--- config.mk ---
export PLATFORM = sky130hd
export DESIGN_NAME = ssp_sqrt_cell
export DESIGN_NICKNAME = d
export VERILOG_FILES = /design/src/rtl/core/ssp_pkg.sv /design/src/rtl/core/ssp_sqrt_cell.sv
export SDC_FILE = /design/constraint.sdc
export NUM_CORES = 1
export LEC_CHECK = 0
export BUFFER_PORTS_ARGS = -buffer_cell sky130_fd_sc_hd__clkbuf_2
export CAP_MARGIN = 40
export CORE_AREA = 2 2 402 404
export DETAILED_ROUTE_END_ITERATION = 16
export DIE_AREA = 0 0 404 406
export PLACE_DENSITY_LB_ADDON = 0.12
export SYNTH_ARGS = -nofsm -noshare
export SYNTH_HDL_FRONTEND = slang
export SYNTH_SLANG_ARGS = --single-unit
export TNS_END_PERCENT = 1
--- constraint.sdc ---
create_clock -name clk_i -period 1.7 [get_ports clk_i]
set_input_delay 0.34 -clock clk_i [delete_from_list [all_inputs] [get_ports clk_i]]
set_output_delay 0.34 -clock clk_i [all_outputs]
set_load 0.01 [all_outputs]
--- src/rtl/core/ssp_pkg.sv ---
// ----------------------------------------------------------------------------
// ssp_pkg
// Types and constants shared by the sphere push-out pipeline.
// ----------------------------------------------------------------------------
package ssp_pkg;

  localparam int unsigned CoordW  = 32;
  localparam int unsigned RadiusW = 31;
  localparam int unsigned RangeW  = 32;
  localparam int unsigned SqW     = 64;
  localparam int unsigned LenW    = 32;
  localparam int unsigned SqRemW  = 34;
  localparam int unsigned QuoW    = 34;
  localparam int unsigned SqrtSteps = LenW;
  localparam int unsigned DivSteps  = QuoW;
  localparam int unsigned Lanes     = 3;

  typedef logic signed [CoordW-1:0] coord_t;
  typedef logic [Lanes-1:0][CoordW-1:0] vec_t;

  typedef struct packed {
    logic                      hit;
    logic                      zero;
    logic [Lanes-1:0]          neg;
    vec_t                      a;
    vec_t                      b;
    logic [Lanes-1:0][SqW-1:0] prod;
  } side_t;

  typedef struct packed {
    logic              valid;
    side_t             side;
    logic [SqW-1:0]    rad;
    logic [SqRemW-1:0] rem;
    logic [LenW-1:0]   root;
  } sqrt_beat_t;

  typedef struct packed {
    logic                       valid;
    logic                       hit;
    logic                       zero;
    logic [Lanes-1:0]           neg;
    vec_t                       a;
    vec_t                       b;
    logic [LenW-1:0]            len;
    logic [Lanes-1:0][QuoW-1:0] numr;
    logic [Lanes-1:0][LenW-1:0] rem;
    logic [Lanes-1:0][QuoW-1:0] quo;
  } div_beat_t;

endpackage

--- src/rtl/core/ssp_sqrt_cell.sv ---
// ----------------------------------------------------------------------------
// ssp_sqrt_cell
// One digit of the square root: takes two radicand bits, yields one root bit.
// ----------------------------------------------------------------------------
module ssp_sqrt_cell (
  input  logic                 clk_i,
  input  logic                 rst_ni,
  input  logic                 en_i,
  input  ssp_pkg::sqrt_beat_t  beat_i,
  output ssp_pkg::sqrt_beat_t  beat_o
);
  import ssp_pkg::*;

  sqrt_beat_t         beat_d, beat_q;
  logic               valid_q;
  logic [SqRemW+1:0]  t, trial;

  always_comb begin
    beat_d = beat_i;
    t      = {beat_i.rem, beat_i.rad[SqW-1 -: 2]};
    trial  = {2'b00, beat_i.root, 2'b01};
    beat_d.rad = {beat_i.rad[SqW-3:0], 2'b00};
    if (t >= trial) begin
      beat_d.rem  = SqRemW'(t - trial);
      beat_d.root = {beat_i.root[LenW-2:0], 1'b1};
    end else begin
      beat_d.rem  = t[SqRemW-1:0];
      beat_d.root = {beat_i.root[LenW-2:0], 1'b0};
    end
  end

  always_ff @(posedge clk_i or negedge rst_ni) begin
    if (!rst_ni) begin
      valid_q <= 1'b0;
    end else if (en_i) begin
      valid_q <= beat_i.valid;
    end
  end

  always_ff @(posedge clk_i) begin
    if (en_i) beat_q <= beat_d;
  end

  always_comb begin
    beat_o       = beat_q;
    beat_o.valid = valid_q;
  end

endmodule

==> results.md <==
* All-layer global routing usage at 10.9%
* Vias in the first global route at 16689
* Gate power share at 16.0%
* Fin. Hold Viols at 0
* Final ANT Viol Nets at 0
* CTS root buf: clkbuf_16
* Min Tclk post-route at 2110 ps
* CP startpoint kind: input port
* Core Region at 160000 µm²
* Fmax at 473 MHz
* H-tree levels at 3
* Violations in the final reports: negative setup slack
* Endpoints failing setup at 35
* Seq/Total Area, Yosys at 86.2%
* Worst Path Arrival at 2550 ps
* Filler cell count in the final layout at 17302
* Drt first-iter violations at 688
* EDFF count, synth at 517
* Via count at 15119
* Post-route setup slack at -414 ps
* PwrDens at 1020 nW/µm²
* Top Usage Layer GRT: met2
* Setup Crit Path Kind: input port to flip-flop
* Total CTS buffers at 69
* RSZ-0062 raised after global routing: yes
* M1 GR Usage at 11.2%
* M2 GR Usage at 19.8%
* Setup_tns at -10490 ps
* Largest net degree at the start of global routing at 71
* CTS Buffer Depth at 3
* Post-layout nets at 3211
* Synth top area share at 86.1%
* Cells after Synth at 899
* Clk_lat worst skew at 650 ps
* Routed len/inst at 19.5 µm
* Row Count at 147
* Clock Sinks at 518
* Synthesis-to-layout area growth at 93.8%
* Horiz. Die Dim at 404 µm
* Synth Flop Type: edfxtp_1
* IR drop worst, VDD at 716 µV
* Net Sw Frac at 26.2%
* IO buf count at 1040
* Pins Over Slew Limit at 0
* Max_cap viols at 0
* CP Capture Type: flip-flop
* Top cells by area, synth: edfxtp_1, ha_1, nand2_1
* CTS tree: yes
* Power Internal at 0.0264 W
* Power share of the sequential group at 43.9%
* First-pass GRT wire length at 126000 µm
* Initial antenna violation count at 18
* Die H at 406 µm
* Total gr overflow at 0
* Worst-path clk slew at 50 ps
* Vias per Instance at 3.15
* Met3 Resource Use GR at 3.93%
* Total power at 0.0358 W
* Total wire length at 93500 µm
* Leak pwr at 14.7 nW
* Switching pwr at 0.00937 W
* Drt pass-1 iters at 4
* Number of synthesized register bits at 518
* Initial Util at 11.3%
* Routability cong. at 0.772
* Synth top cells by count: edfxtp_1, nand2_1, inv_1
* Num ports at 1043
* Hold WC Path Type: input port to flip-flop
* Req. time, crit path at 2140 ps
* Clock power frac at 40.1%
* Die area at 164000 µm²
* Layout Skew at 0 ps
* Async set-or-reset flop fraction in the synthesized netlist at 0.193%
* Syn Area/Cell at 20.1 µm²
* Top-count cell post-synth: edfxtp_1
* Synth unique cells at 64
* Fraction of layout cells with a size suffix above 1 at 50.4%
* Run status: finished, violations left
* Crit-path max FO at 4
* Synth area leader: edfxtp_1
* Fin crit share at 124%
* DRC Markers at 0
* Ys Warns at 0
* Detailed Place HPWL at 75800 µm
* Post-Syn Area at 18000 µm²
## placed cells by master (no fill, tap or decap), types with 10 or more instances in the layout
cell type	instances
clkbuf_2	1006
edfxtp_1	517
dlygate4sd3_1	501
buf_4	142
clkbuf_16	70
nand2_1	57
inv_1	34
o21ai_0	23
a21oi_1	21
clkbuf_1	20
a21o_1	19
o21ai_1	19
ha_1	17
nor2_1	16
ha_4	15
xnor2_1	14
xor2_1	13
buf_12	13
buf_8	12
clkinv_2	11
clkinv_1	10
clkbuf_8	10
clkbuf_4	10
## critical path: stages
cell,delay [ps]
clkbuf_2,90
inv_1,60
ha_4,290
buf_4,110
nand2_1,70
a21oi_2,150
o2111ai_2,180
a2111oi_4,490
o41ai_2,100
buf_4,160
and4b_1,190
o41ai_2,320
## cells by family (layout without fill, tap and decap cells)
family / after synthesis / after routing / synth area share (%)
flip-flops: 518 / 518 / 86.2
AND/OR/NAND/NOR: 120 / 120 / 3.11
XOR/XNOR: 27 / 27 / 1.31
multiplexers: 6 / 6 / 0.368
adder cells (fa/ha/maj): 34 / 34 / 2.36
AO/OA/AOI/OAI: 133 / 133 / 5.17
other: 1 / 11 / 0.0208
buffers and inverters: 60 / 1867 / 1.47
## worst paths after layout
kind / from / cells after the start / slack, ps / endpoint
max: beat_i[5] / 12 / -410 / beat_o[65]$_DFFE_PP_
min: beat_i[34] / 3 / 80 / beat_o[36]$_DFFE_PP_
max reg2reg: valid_q$_DFFE_PN0P_ / 1 / 960 / valid_q$_DFFE_PN0P_
min reg2reg: valid_q$_DFFE_PN0P_ / 1 / 510 / valid_q$_DFFE_PN0P_
max in group asynchronous: rst_ni / 3 / 1050 / valid_q$_DFFE_PN0P_
min in group asynchronous: rst_ni / 3 / 550 / valid_q$_DFFE_PN0P_
## metal layers
layer  share of wire, %  up-vias
li1                   -     7016
met4                4.1        8
met1                 36     7398
met2                 52      567
met5               0.12        -
met3                7.6      130
## power by group through the flow
stage	registers [W]	clock network (W)	logic, W
after global placement	0.0160	0	0.00463
final	0.0157	0.0143	0.00571
after global routing	0.0158	0.0155	0.00616
after detailed placement	0.0160	0	0.00462
after floorplan	0.0164	0	0.000821
after CTS	0.0157	0.0150	0.00587
## area by class of cell
cell class / instances / area, µm² / area share (%)
clock inverters: 34 / 382 / 1.09
flip-flops and latches: 518 / 15500 / 44.5
repair buffers: 1700 / 11800 / 33.9
multi-input cells: 322 / 2560 / 7.32
well taps: 2086 / 2610 / 7.46
clock buffers: 90 / 1830 / 5.22
diodes: 9 / 22.5 / 0.0644
inverters: 43 / 169 / 0.483
## flip-flops by register name, summed over array words and instances, names as in the netlist
register	count
beat_o	517
valid_q	1
## what timing repair did
action,4_1_cts,5_1_grt
gates resized for setup,100,26
setup endpoints to repair,72,56
hold buffers,501,0
pin swaps,26,7
buffers inserted,5,1
endpoints found under the hold margin,500,0
gates cloned,1,0
## through the flow
step / worst slack, ps / utilization (%) / instance area [µm²] / hold slack (ps) / instances
after floorplan: -723 / - / 18200 / 44.4 / 900
after global placement: -1370 / 17.0 / 27200 / 118 / 4161
after detailed placement: -1400 / 17.0 / 27200 / 119 / 4161
after CTS: -398 / 21.8 / 34900 / 7.41 / 4792
after global routing: -509 / 21.9 / 35000 / 39.4 / 4797
final: -414 / 21.9 / 35000 / 83.8 / 4802
(Power assumes the default switching activity.)
