==> config.mk <==
export PLATFORM = sky130hd
export DESIGN_NAME = ssp_div_cell
export DESIGN_NICKNAME = d
export VERILOG_FILES = /design/src/rtl/core/ssp_pkg.sv /design/src/rtl/core/ssp_div_cell.sv
export SDC_FILE = /design/constraint.sdc
export NUM_CORES = 1
export LEC_CHECK = 0
export BUFFER_PORTS_ARGS = -buffer_cell sky130_fd_sc_hd__buf_2
export CAP_MARGIN = 20
export CORE_AREA = 8 8 408 410
export CTS_BUF_LIST = sky130_fd_sc_hd__clkbuf_2 sky130_fd_sc_hd__clkbuf_4 sky130_fd_sc_hd__clkbuf_8
export CTS_CLUSTER_DIAMETER = 150
export CTS_CLUSTER_SIZE = 30
export DETAILED_ROUTE_END_ITERATION = 6
export DIE_AREA = 0 0 416 418
export GPL_TIMING_DRIVEN = 0
export SLEW_MARGIN = 20
export SYNTH_ARGS = -nofsm -noshare
export SYNTH_HDL_FRONTEND = slang
export SYNTH_SLANG_ARGS = --single-unit
==> constraint.sdc <==
create_clock -name clk_i -period 1.9 [get_ports clk_i]
set_input_delay 0.285 -clock clk_i [delete_from_list [all_inputs] [get_ports clk_i]]
set_output_delay 0.285 -clock clk_i [all_outputs]
set_load 0.1 [all_outputs]
==> src/rtl/core/ssp_pkg.sv <==
// ----------------------------------------------------------------------------
// ssp_pkg
// Types and constants shared by the sphere push-out pipeline.
// ----------------------------------------------------------------------------
package ssp_pkg;

  localparam int unsigned CoordW  = 32;
  localparam int unsigned RadiusW = 31;
  localparam int unsigned RangeW  = 32;
  localparam int unsigned SqW     = 64;
  localparam int unsigned LenW    = 32;
  localparam int unsigned SqRemW  = 34;
  localparam int unsigned QuoW    = 34;
  localparam int unsigned SqrtSteps = LenW;
  localparam int unsigned DivSteps  = QuoW;
  localparam int unsigned Lanes     = 3;

  typedef logic signed [CoordW-1:0] coord_t;
  typedef logic [Lanes-1:0][CoordW-1:0] vec_t;

  typedef struct packed {
    logic                      hit;
    logic                      zero;
    logic [Lanes-1:0]          neg;
    vec_t                      a;
    vec_t                      b;
    logic [Lanes-1:0][SqW-1:0] prod;
  } side_t;

  typedef struct packed {
    logic              valid;
    side_t             side;
    logic [SqW-1:0]    rad;
    logic [SqRemW-1:0] rem;
    logic [LenW-1:0]   root;
  } sqrt_beat_t;

  typedef struct packed {
    logic                       valid;
    logic                       hit;
    logic                       zero;
    logic [Lanes-1:0]           neg;
    vec_t                       a;
    vec_t                       b;
    logic [LenW-1:0]            len;
    logic [Lanes-1:0][QuoW-1:0] numr;
    logic [Lanes-1:0][LenW-1:0] rem;
    logic [Lanes-1:0][QuoW-1:0] quo;
  } div_beat_t;

endpackage

==> src/rtl/core/ssp_div_cell.sv <==
// ----------------------------------------------------------------------------
// ssp_div_cell
// One restoring-division step per lane: one quotient bit each.
// ----------------------------------------------------------------------------
module ssp_div_cell (
  input  logic                clk_i,
  input  logic                rst_ni,
  input  logic                en_i,
  input  ssp_pkg::div_beat_t  beat_i,
  output ssp_pkg::div_beat_t  beat_o
);
  import ssp_pkg::*;

  div_beat_t        beat_d, beat_q;
  logic             valid_q;
  logic [LenW:0]    t;

  always_comb begin
    beat_d = beat_i;
    t      = '0;
    for (int i = 0; i < Lanes; i++) begin
      t = {beat_i.rem[i], beat_i.numr[i][QuoW-1]};
      beat_d.numr[i] = {beat_i.numr[i][QuoW-2:0], 1'b0};
      if (t >= {1'b0, beat_i.len}) begin
        beat_d.rem[i] = LenW'(t - {1'b0, beat_i.len});
        beat_d.quo[i] = {beat_i.quo[i][QuoW-2:0], 1'b1};
      end else begin
        beat_d.rem[i] = t[LenW-1:0];
        beat_d.quo[i] = {beat_i.quo[i][QuoW-2:0], 1'b0};
      end
    end
  end

  always_ff @(posedge clk_i or negedge rst_ni) begin
    if (!rst_ni) begin
      valid_q <= 1'b0;
    end else if (en_i) begin
      valid_q <= beat_i.valid;
    end
  end

  always_ff @(posedge clk_i) begin
    if (en_i) beat_q <= beat_d;
  end

  always_comb begin
    beat_o       = beat_q;
    beat_o.valid = valid_q;
  end

endmodule

==> metrics.md, run 1 <==
| Metric | Value |
|---|---|
| Outcome | finished, violations left |
| Failing checks | hold timing, setup timing |
| CTS clk-pin slew, worst paths | 0.18 ns |
| Die Footprint | between 150000 and 200000 um^2 |
| IO buf count | approximately 1100 |
| IO Count | between 1000 and 1500 |
| Met1 Usage GRT | 16.7% |
| Worst r2r src | valid_q |
| Area of the multi-input gates | between 8000 and 9000 um^2 |
| First DRT Iteration DRCs | 1670 |
| Post-synthesis simple-gate area fraction | approximately 6.3% |
| Synth Area in XOR/XNOR | under 10% |
| Hold Worst Slack | -0.274 ns |
| Hold Path End | beat_o[300] |
| Crit-path cells | buf_2, clkinvlp_4, ha_4, fa_2, nand2b_4, a21boi_4, o21a_4, o31a_1, o21ai_4, o21ai_4, buf_12, buf_6, a41oi_1, xnor2_1, mux2_4 |
| Synth Area in Compound Gates | about a tenth |
| Final Hold Fails | 2 |
| Critical-path maximum fanout | 4 |
| CP Capture Type | flip-flop |
| Die width | ~420 um |
| Commonest non-fill, non-tap cell in the layout | dlygate4sd3_1 |
| Routed len/inst | 29.7 um |
| Achievable frequency | between 300 and 400 MHz |
| H-tree Lvls | 1 |
| CORE AREA | 160000 um^2 |
| Synth Register Bits | 527 |
| Routed WL | around 160000 um |
| Mux cell area share after synthesis | under 10% |
| Hold path depth | 1 |
| Antenna violations before repair | between 100 and 150 |
| Total Power | about 38 mW |
| Fin nets | ~3900 |
| Via-to-Cell Ratio | 3.93 |
| Number of remaining DRC errors | 0 |
| Post-Syn Area per Cell | about 15 um^2 |
| Leak | roughly 17 nW |
| Post-synthesis sequential area ratio | 70.3% |
| Met3 Usage GRT | between 3 and 4% |
| Critical path's top delay family | compound AO/OA/AOI/OAI gates |
| Final Cycle Share | 140% |
| Final ANT Viol Nets | 0 |
| DP Wirelength | ~130000 um |
| Slowest cell on the critical path | fa_2 |
| Largest net degree at the start of global routing | 106 |
| Final setup vio count | 99 |
| Critical Setup Path Class | in -> reg |
| Via Count | roughly 21000 |
| CP required | 2.49 ns |
| Type of the worst min-delay path | in -> reg |
| Dpl cell area | just over 30000 um^2 |
| CTS root buf | clkbuf_8 |
| Largest family of logic cells by synthesized area | compound AO/OA/AOI/OAI gates |
| Max-Cap Viols | 0 |
| Worst setup SP type | input pin |
| CTS tree | built |
| GR Util All Layers | ~17% |
| Buffers & Inverters on Critical Path | 4 |
| Worst rel slew slack | 56.8% |
| GPL Wtd Cong | 0.973 |
| Worst-Margin Slew | between 0.6 and 0.7 ns |
| RSZ-0062 raised after global routing | true |
| Final WS setup | -0.756 ns |
| Pre-antenna DRT Iters | 5 |
| Share of layout cells above drive strength 1 | ~49% |
| Crit path time final | about 2.7 ns |
| GRT busiest layer | met2 |
| Most frequent cells in the layout | dlygate4sd3_1, edfxtp_1, buf_2 |
| Global route overflow | 0 |
| Filler cell count | about 17000 |
| Critical Path Max Stage Delay | ~0.4 ns |
| Slew Limit Fails | 0 |
| Register Area | about 16000 um^2 |
| Initial core utilization | between 10% and 20% |
| Netlist cell types | around 80 |
| Met2 Resource Use GR | 33.0% |
| Critical Path AT | 3.24 ns |
| Area Overhead vs Synth | 87.1% |
| Row cnt | 147 |
| Async S/R FF share, synth | less than 1% |
| PwrDens | 906 nW/um^2 |
| Clock Skews | 0 ns |
| CTS Sinks | roughly 530 |
| Clock Path Buffers | 3 |
| Clock latency on the worst-skew pair | approximately 0.80 ns |
| TritonCTS buffer count | 28 |
| R2R Setup Slk | about 1.1 ns |
| Reg-to-reg endpoint | valid_q |
| Reg2reg path depth | 1 |
| Netlist Area Pre-Place | 22500 um^2 |
| Min-delay src | beat_i[300] |
| Maximum vdd drop | roughly 860 uV |
| Vias in the first global route | between 20000 and 25000 |
| EDFF count, synth | around 530 |
| Mapped Cells | around 1500 |
| Post-layout instance area | around 42000 um^2 |
| First-pass GRT wire length | between 150000 and 200000 um |
| CP most frequent cell | o21ai_4 |
| Chip height | roughly 420 um |
| YS warnings | 0 |
| Synth Area in Adders | ~5.6% |
| Top FF cell, synth | edfxtp_1 |
-- area by class of cell --
class,count,share of cell area [%]
inverters,70,0.989
repair buffers,1726,33.2
clock inverters,12,0.591
diodes,33,0.196
clock buffers,35,1.05
well taps,2086,6.20
plain buffers,35,0.969
multi-input cells,850,19.2
flip-flops and latches,527,37.6
-- per-stage QoR --
stage	cells	setup TNS, ns	utilization (%)	setup slack, ns
floorplan	1497	-69.89	-	-1.00
global route	5358	-55.12	26.4	-0.752
CTS	5265	-111.18	24.1	-0.744
detailed placement	4647	-317.22	19.5	-3.31
global placement	4639	-4589.11	19.4	-8.76
finish	5374	-54.44	26.4	-0.756
-- worst max path at each step --
stage / cells after the start / slack [ns] / end / start
after floorplan: 14 / -1.00 / beat_o[175] / beat_i[301]
after global placement: 2 / -8.76 / valid_q / en_i
after detailed placement: 15 / -3.31 / beat_o[183] / beat_i[320]
after CTS: 16 / -0.74 / beat_o[183] / beat_i[301]
after global routing: 15 / -0.75 / beat_o[192] / beat_i[299]
final: 15 / -0.76 / beat_o[192] / beat_i[299]
-- synthesized netlist by cell type (4+ instances only) --
library cell    n  area, um^2
a21oi_1        81         405
or3_1           6        37.5
buf_2           4        20.0
o21ai_1         4        20.0
nand3_1        30         150
a21boi_0        7        52.6
o21ai_0        91         455
mux2_2         23         259
nor3b_1         4        30.0
o21a_1         11        82.6
nand2b_1       10        62.6
mux2_4         17         255
edfxtp_1      526       15800
nor4_1          5        31.3
clkbuf_1       37         139
a31oi_1        12        75.1
nor2_1         50         188
o31ai_1        12        90.1
a21o_1         56         420
nor3_1         17        85.1
buf_4           6        45.0
and2_1          8        50.1
inv_1          68         255
nor2b_1        15        93.8
ha_1           96        1200
mux2_1          6        67.6
xnor2_1        52         455
mux2i_1         4        40.0
a211oi_1        5        37.5
and3_1          8        50.1
o31a_1          5        43.8
o221ai_1        5        43.8
o21bai_1       12        90.1
nand4_1        21         131
xor2_1         21         184
nand2_1        91         342
and4_1          6        52.6
-- logic make-up after synthesis --
logic type / after synthesis
other: 1
AOI/OAI and AO/OA: 340
buffers and inverters: 120
muxes: 50
DFF: 527
adders and majority gates: 99
xor gates and xnor gates: 73
and+or+nand+nor: 285
-- what timing repair did --
item,CTS,global route
gates resized for setup,208,1083
cloned,1,7
endpoints found under the hold margin,583,28
buffers inserted,51,79
hold buffers,524,6
setup endpoints to repair,626,613
pin swaps,34,94
-- layer usage --
layer  share of wire (%)  up-vias
li1                    -     9215
met4                 5.9       38
met1                  33    10500
met5                0.15        -
met2                  55     1037
met3                 6.3      324
-- registers in the layout, indices dropped and copies added (netlist names) --
| register | flops |
|---|---|
| beat_o | 526 |
| valid_q | 1 |
-- power breakdown --
group,switching [mW],internal [mW]
registers,0.408,14.1
logic,12.4,4.79
clock network,4.62,1.84
Note: power is estimated with default switching activity, not from simulation.
==> run 2, diff against run 1 <==
ABC_AREA = 1   (was unset)
CORE_AREA = 8 8 411 413   (was 8 8 408 410)
DIE_AREA = 0 0 419 421   (was 0 0 416 418)
REMOVE_ABC_BUFFERS = 1   (was unset)
==> metrics.md, run 2 <==
| Metric | Value |
|---|---|
| Outcome | finished, violations left |
| Failing checks | setup timing |
| Dominant cells by area after synthesis | edfxtp_1, nand2_1, inv_1 |
| Commonest non-fill, non-tap cell in the layout | nand2_1 |
| EDFF count, synth | 526 (unchanged) |
| Synth Register Bits | 527 (unchanged) |
| IO Count | 1063 (unchanged) |
| Number of remaining DRC errors | 0 (unchanged) |
| GR Util All Layers | 19.1% (+2.3 points) |
| Routed len/inst | 28.1 um (-5.4%) |
| Post-synth top cells | nand2_1, edfxtp_1, inv_1, nand3_1, nor2_1 |
| Worst rel slew slack | 62.6% (+5.8 points) |
| Maximum vdd drop | 640 uV (-25%) |
| Die Footprint | 176000 um^2 (+1.4%) |
| CORE AREA | 162000 um^2 (+1.5%) |
| Hold Worst Slack | 0.0650 ns (+0.339 ns) |
| Final setup vio count | 44 (-56%) |
| Share of layout cells above drive strength 1 | 32.4% (-17 points) |
| Fin nets | 4775 (+23%) |
| Final Hold Fails | 0 (-2) |
| CTS root buf | clkbuf_8 |
| Largest net degree at the start of global routing | 100 (-5.7%) |
| Post-synthesis sequential area ratio | 63.0% (-7.3 points) |
| YS warnings | 0 (unchanged) |
| Slew Limit Fails | 0 (unchanged) |
| Netlist Area Pre-Place | 25100 um^2 (+12%) |
| Top-count cell post-synth | nand2_1 |
| Max-Cap Viols | 0 (unchanged) |
| Chip height | 421 um (+0.72%) |
| H-tree Lvls | 1 (unchanged) |
| Most frequent cells in the layout | nand2_1, dlygate4sd3_1, buf_2 |
| Mapped Cells | 2474 (+65%) |
| Critical Setup Path Class | in -> reg |
| Biggest area consumer among synthesized cells | edfxtp_1 |
| DP Wirelength | 145000 um (+12%) |
| Clock Path Buffers | 3 (unchanged) |
| Pre-antenna DRT Iters | 5 (unchanged) |
| CTS tree | built |
| Post-Syn Area per Cell | 10.2 um^2 (-33%) |
| GPL Wtd Cong | 0.981 (+0.85%) |
| Vias in the first global route | 24700 (+17%) |
| Final Cycle Share | 108% (-32 points) |
| Routed WL | 179000 um (+12%) |
| Crit path time final | 2.04 ns (-0.612 ns) |
| Netlist cell types | 35 (-55%) |
| Clock Skews | 0 ns (unchanged) |
| Area Overhead vs Synth | 72.2% |
| Die width | 419 um (+0.72%) |
| Worst setup SP type | input pin |
| Achievable frequency | 489 MHz (+30%) |
| Row cnt | 148 (+0.68%) |
| Worst-Margin Slew | 0.561 ns (-0.0871 ns) |
| First DRT Iteration DRCs | 2089 (+25%) |
| TNS Setup | -3.75 ns (+50.69 ns) |
| CTS clk-pin slew, worst paths | 0.20 ns (+0.02 ns) |
| Leak | 19.6 nW (+15%) |
| Top FF cell, synth | edfxtp_1 |
| TritonCTS buffer count | 28 (unchanged) |
| Critical Path AT | 2.64 ns (-0.60 ns) |
| Setup WS pre-CTS | -2.04 ns (+1.27 ns) |
| Global route overflow | 0 (unchanged) |
| PwrDens | 864 nW/um^2 (-4.6%) |
| CP Capture Type | flip-flop |
| Via-to-Cell Ratio | 3.91 (-0.56%) |
| Critical-path maximum fanout | 4 (unchanged) |
| RSZ-0062 raised after global routing | true |
| Final WS setup | -0.144 ns (+0.612 ns) |
| Largest register FFs | 526 (unchanged) |
| R2R Setup Slk | 1.09 ns (-0.04 ns) |
| CTS Sinks | 527 (unchanged) |
| Clock latency on the worst-skew pair | 0.79 ns (about the same) |
| Synth top area share | 62.9% (-7.3 points) |
| Via Count | 24900 (+18%) |
| Async S/R FF share, synth | 0.190% (unchanged) |
| Final ANT Viol Nets | 0 (unchanged) |
| Antenna violations before repair | 112 (+8.7%) |
| IO buf count | 1056 (unchanged) |
| CP required | 2.49 ns (about the same) |
| First-pass GRT wire length | 229000 um (+15%) |
| Initial core utilization | 15.5% (+1.4 points) |
| Type of the worst min-delay path | in -> reg |
==> run 2: critical path: stages <==
cell and delay, ns:
dlygate4sd3_1 0.62, buf_2 0.18, ha_4 0.28, nand2_2 0.10
nor3_4 0.25, nand2_2 0.12, nor3_4 0.28, buf_4 0.19
nand2_4 0.08, nand3_1 0.13, nand2_1 0.11
==> run 2: layer usage <==
metal	wire length, um	GRT usage [%]
met5	161	0
met4	15200	12.2
met3	10400	3.13
met2	89800	34.7
met1	63500	20.4
==> run 2: through the flow <==
stage	cell area (um^2)	power, mW	cells	util (%)
final	43300	37.4	6381	26.7
after global routing	43200	38.7	6360	26.7
after CTS	42500	37.6	6324	26.2
after detailed placement	33100	28.5	5680	20.4
after global placement	32900	28.7	5674	20.3
after floorplan	24900	24.6	2443	-
==> run 2: kinds of logic after synthesis <==
family          after synthesis  synth area share (%)
compound gates               69                  1.43
xor+xnor                     42                  1.46
fa+ha+maj                    99                  5.02
buf+inv                     446                  7.13
flops                       527                  63.0
mux                           1                0.0448
other cells                   1                0.0149
simple gates               1289                  21.9
==> run 2: area by class of cell <==
type	count	area, um^2
Fill cell	17100	119000
Sequential cell	527	15800
Timing Repair Buffer	1658	14100
Multi-Input combinational cell	1515	8110
Tap cell	2175	2720
Inverter	413	1670
Clock buffer	35	444
Clock inverter	12	270
Antenna cell	46	115
==> run 2: power by group <==
group	internal (mW)	leakage, nW	switching, mW
clock network	1.82	0.350	4.65
logic	4.01	14.1	12.2
registers	14.1	5.16	0.592
total	19.9	19.6	17.5
==> run 2: worst paths after layout <==
check / startpoint / to / cells after the start
min in group asynchronous: rst_ni / valid_q / 3
min reg2reg: valid_q / valid_q / 1
min: beat_i[173] / beat_o[174] / 5
max in group asynchronous: rst_ni / valid_q / 3
max reg2reg: valid_q / valid_q / 1
max: beat_i[195] / beat_o[194] / 11
==> run 2: repair_timing <==
| action | 4_1_cts | 5_1_grt |
|---|---|---|
| endpoints found under the setup margin | 626 | 253 |
| cloned | 11 | 2 |
| endpoints found under the hold margin | 574 | 2 |
| pin swaps | 12 | 19 |
| gates resized for setup | 819 | 110 |
| hold buffers | 528 | 2 |
| setup buffers | 58 | 9 |
==> run 3, diff against run 2 <==
==> constraint.sdc (replaced) <==
create_clock -name clk_i -period 1.9 [get_ports clk_i]
set_input_delay 0.285 -clock clk_i [delete_from_list [all_inputs] [get_ports clk_i]]
set_output_delay 0.285 -clock clk_i [all_outputs]
set_load 0.02 [all_outputs]
==> metrics.md, run 3 (synthesis results as in run 2) <==
| Metric | Value |
|---|---|
| Final WS setup | -0.149 ns (-0.00506 ns) |
| CORE AREA | 162000 um^2 (unchanged) |
| Number of remaining DRC errors | 0 (unchanged) |
| CP Capture Type | flip-flop |
| RSZ-0062 raised after global routing | true |
| Critical-path maximum fanout | 15 (+11) |
| Chip height | 421 um (unchanged) |
| CTS Sinks | 527 (unchanged) |
| Critical Setup Path Class | in -> reg |
| Row cnt | 148 (unchanged) |
| Buffers & Inverters on Critical Path | 3 (unchanged) |
| TritonCTS buffer count | 28 (unchanged) |
| First DRT Iteration DRCs | 2128 (+1.9%) |
| GR Util All Layers | 18.9% (-0.17 points) |
| Commonest non-fill, non-tap cell in the layout | buf_2 |
| Initial core utilization | 15.5% (unchanged) |
| Worst setup SP type | input pin |
| Routed WL | 177000 um (-1.2%) |
| H-tree Lvls | 1 (unchanged) |
| CP required | 2.48 ns (about the same) |
| DP Wirelength | 145000 um (unchanged) |
| Max-Cap Viols | 0 (unchanged) |
| IO buf count | 1056 (unchanged) |
| Antenna violations before repair | 108 (-3.6%) |
| IO Count | 1063 (unchanged) |
| Final ANT Viol Nets | 0 (unchanged) |
| Crit path time final | 2.05 ns (+0.00506 ns) |
| Comb pwr share | 30.2% (-13 points) |
| Clock Skews | 0 ns (unchanged) |
| Final setup vio count | 34 (-23%) |
| Maximum vdd drop | 628 uV (-2.0%) |
| Setup WS pre-CTS | -2.04 ns (unchanged) |
| Internal power | 19.1 mW (-4.2%) |
| Critical Path AT | 2.63 ns (about the same) |
| CTS tree | built |
| Final Cycle Share | 108% (+0.27 points) |
| CTS clk-pin slew, worst paths | 0.20 ns (about the same) |
| Final Hold Fails | 0 (unchanged) |
| Via Count | 24600 (-1.3%) |
| Power share of the clock group | 21.5% (+4.2 points) |
| Sw Share | 36.5% (-10 points) |
| Post-layout instance area | 41100 um^2 (-4.9%) |
| Dpl cell area | 33100 um^2 (unchanged) |
| Slew Limit Fails | 0 (unchanged) |
| PwrDens | 729 nW/um^2 (-16%) |
| Clock latency on the worst-skew pair | 0.78 ns (about the same) |
| Slowest cell on the critical path | dlygate4sd3_1 |
| Worst-Margin Slew | 0.540 ns (-0.0211 ns) |
| Leak | 18.9 nW (-3.8%) |
| Worst rel slew slack | 64.0% (+1.4 points) |
| Reg power frac | 48.4% (+9.2 points) |
| Clock Path Buffers | 3 (unchanged) |
| Area Overhead vs Synth | 63.7% |
| Outcome | finished, violations left |
| Achievable frequency | 488 MHz (-0.25%) |
| First-pass GRT wire length | 227000 um (-1.0%) |
| Die Footprint | 176000 um^2 (unchanged) |
| Critical Path Max Stage Delay | 0.62 ns (about the same) |
| Critical path's top delay family | buffers and inverters |
| Most frequent cells in the layout | buf_2, nand2_1, dlygate4sd3_1 |
| Failing checks | setup timing |
| Largest register FFs | 526 (unchanged) |
| Total Power | 30.0 mW (-20%) |
| Sw power | 10.9 mW (-37%) |
| Die width | 419 um (unchanged) |
| Largest net degree at the start of global routing | 100 (unchanged) |
| Vias in the first global route | 24500 (-0.78%) |
| Share of layout cells above drive strength 1 | 32.2% (-0.15 points) |
| Via-to-Cell Ratio | 3.86 (-1.1%) |
| Global route overflow | 0 (unchanged) |
| GPL Wtd Cong | 0.981 (unchanged) |
| CP most frequent cell | nand2_2 |
| Pre-antenna DRT Iters | 6 (+1) |
| CTS root buf | clkbuf_8 |
| Fin nets | 4770 (-0.10%) |
| Crit-path cells | dlygate4sd3_1, buf_2, ha_4, nand2_2, nor3_4, nand2_2, a21oi_4, nor2_4, buf_4, nand3_1, nand2_1 |
| Routed len/inst | 27.8 um (-0.96%) |
| Type of the worst min-delay path | in -> reg |
==> run 3: cell types whose count changed in the layout (fill, tap and decap cells not counted), sizes merged <==
| cell | delta |
|---|---|
| diode | -8 |
| buf | -5 |
==> run 3: final timing paths <==
| kind | start | end | slack (ns) | cells after the start |
|---|---|---|---|---|
| setup / recovery | beat_i[195] | beat_o[194] | -0.15 | 11 |
| hold / removal | beat_i[173] | beat_o[174] | 0.07 | 5 |
| setup reg to reg | valid_q | valid_q | 1.12 | 1 |
| hold reg to reg | valid_q | valid_q | 0.56 | 1 |
| max in group asynchronous | rst_ni | valid_q | 1.48 | 3 |
| min in group asynchronous | rst_ni | valid_q | 0.31 | 3 |
==> run 3: per-layer routing <==
layer  track usage (%)  vias to the layer above  part of all wire [%]
li1                  -                    11400                     -
met1              20.1                    11800                    35
met2              34.5                     1125                    50
met3              3.24                      304                   6.3
met4              12.0                       24                   8.6
met5                 0                        -                 0.093
==> run 3: repair_timing <==
action	in CTS	in global routing
pin swaps	11	15
endpoints found under the setup margin	160	160
hold buffers	527	2
buffers inserted	53	9
gates cloned	11	2
hold endpoints to repair	574	2
gates resized for setup	177	60
==> run 3: power by group through the flow <==
stage	logic [mW]	registers [mW]	clock network (mW)
6_report	9.04	14.5	6.43
4_1_cts	9.07	14.5	6.81
2_1_floorplan	2.26	16.0	0
3_3_place_gp	7.45	14.9	0
5_1_grt	9.64	14.6	7.09
3_5_place_dp	7.49	14.7	0
==> run 3: per-stage QoR <==
stage | std cells | utilization, % | hold WS, ns | setup TNS (ns)
floorplan | 2443 | - | -0.0106 | -33.30
global placement | 5674 | 20.3 | 0.0602 | -4476.79
detailed placement | 5680 | 20.4 | 0.0621 | -247.04
CTS | 6318 | 25.1 | -0.269 | -1.35
global route | 6353 | 25.4 | 0.00527 | -3.31
finish | 6368 | 25.4 | 0.0661 | -2.71
==> run 3: cell type report <==
| type | count | area (um^2) |
|---|---|---|
| tap | 2175 | 2720 |
| clock buffer | 35 | 444 |
| sequential | 527 | 15800 |
| clock inverter | 12 | 270 |
| inverter | 413 | 1670 |
| antenna | 38 | 95.1 |
| fill | 17400 | 121000 |
| timing repair buffer | 1653 | 12100 |
| multi-input combinational | 1515 | 8050 |
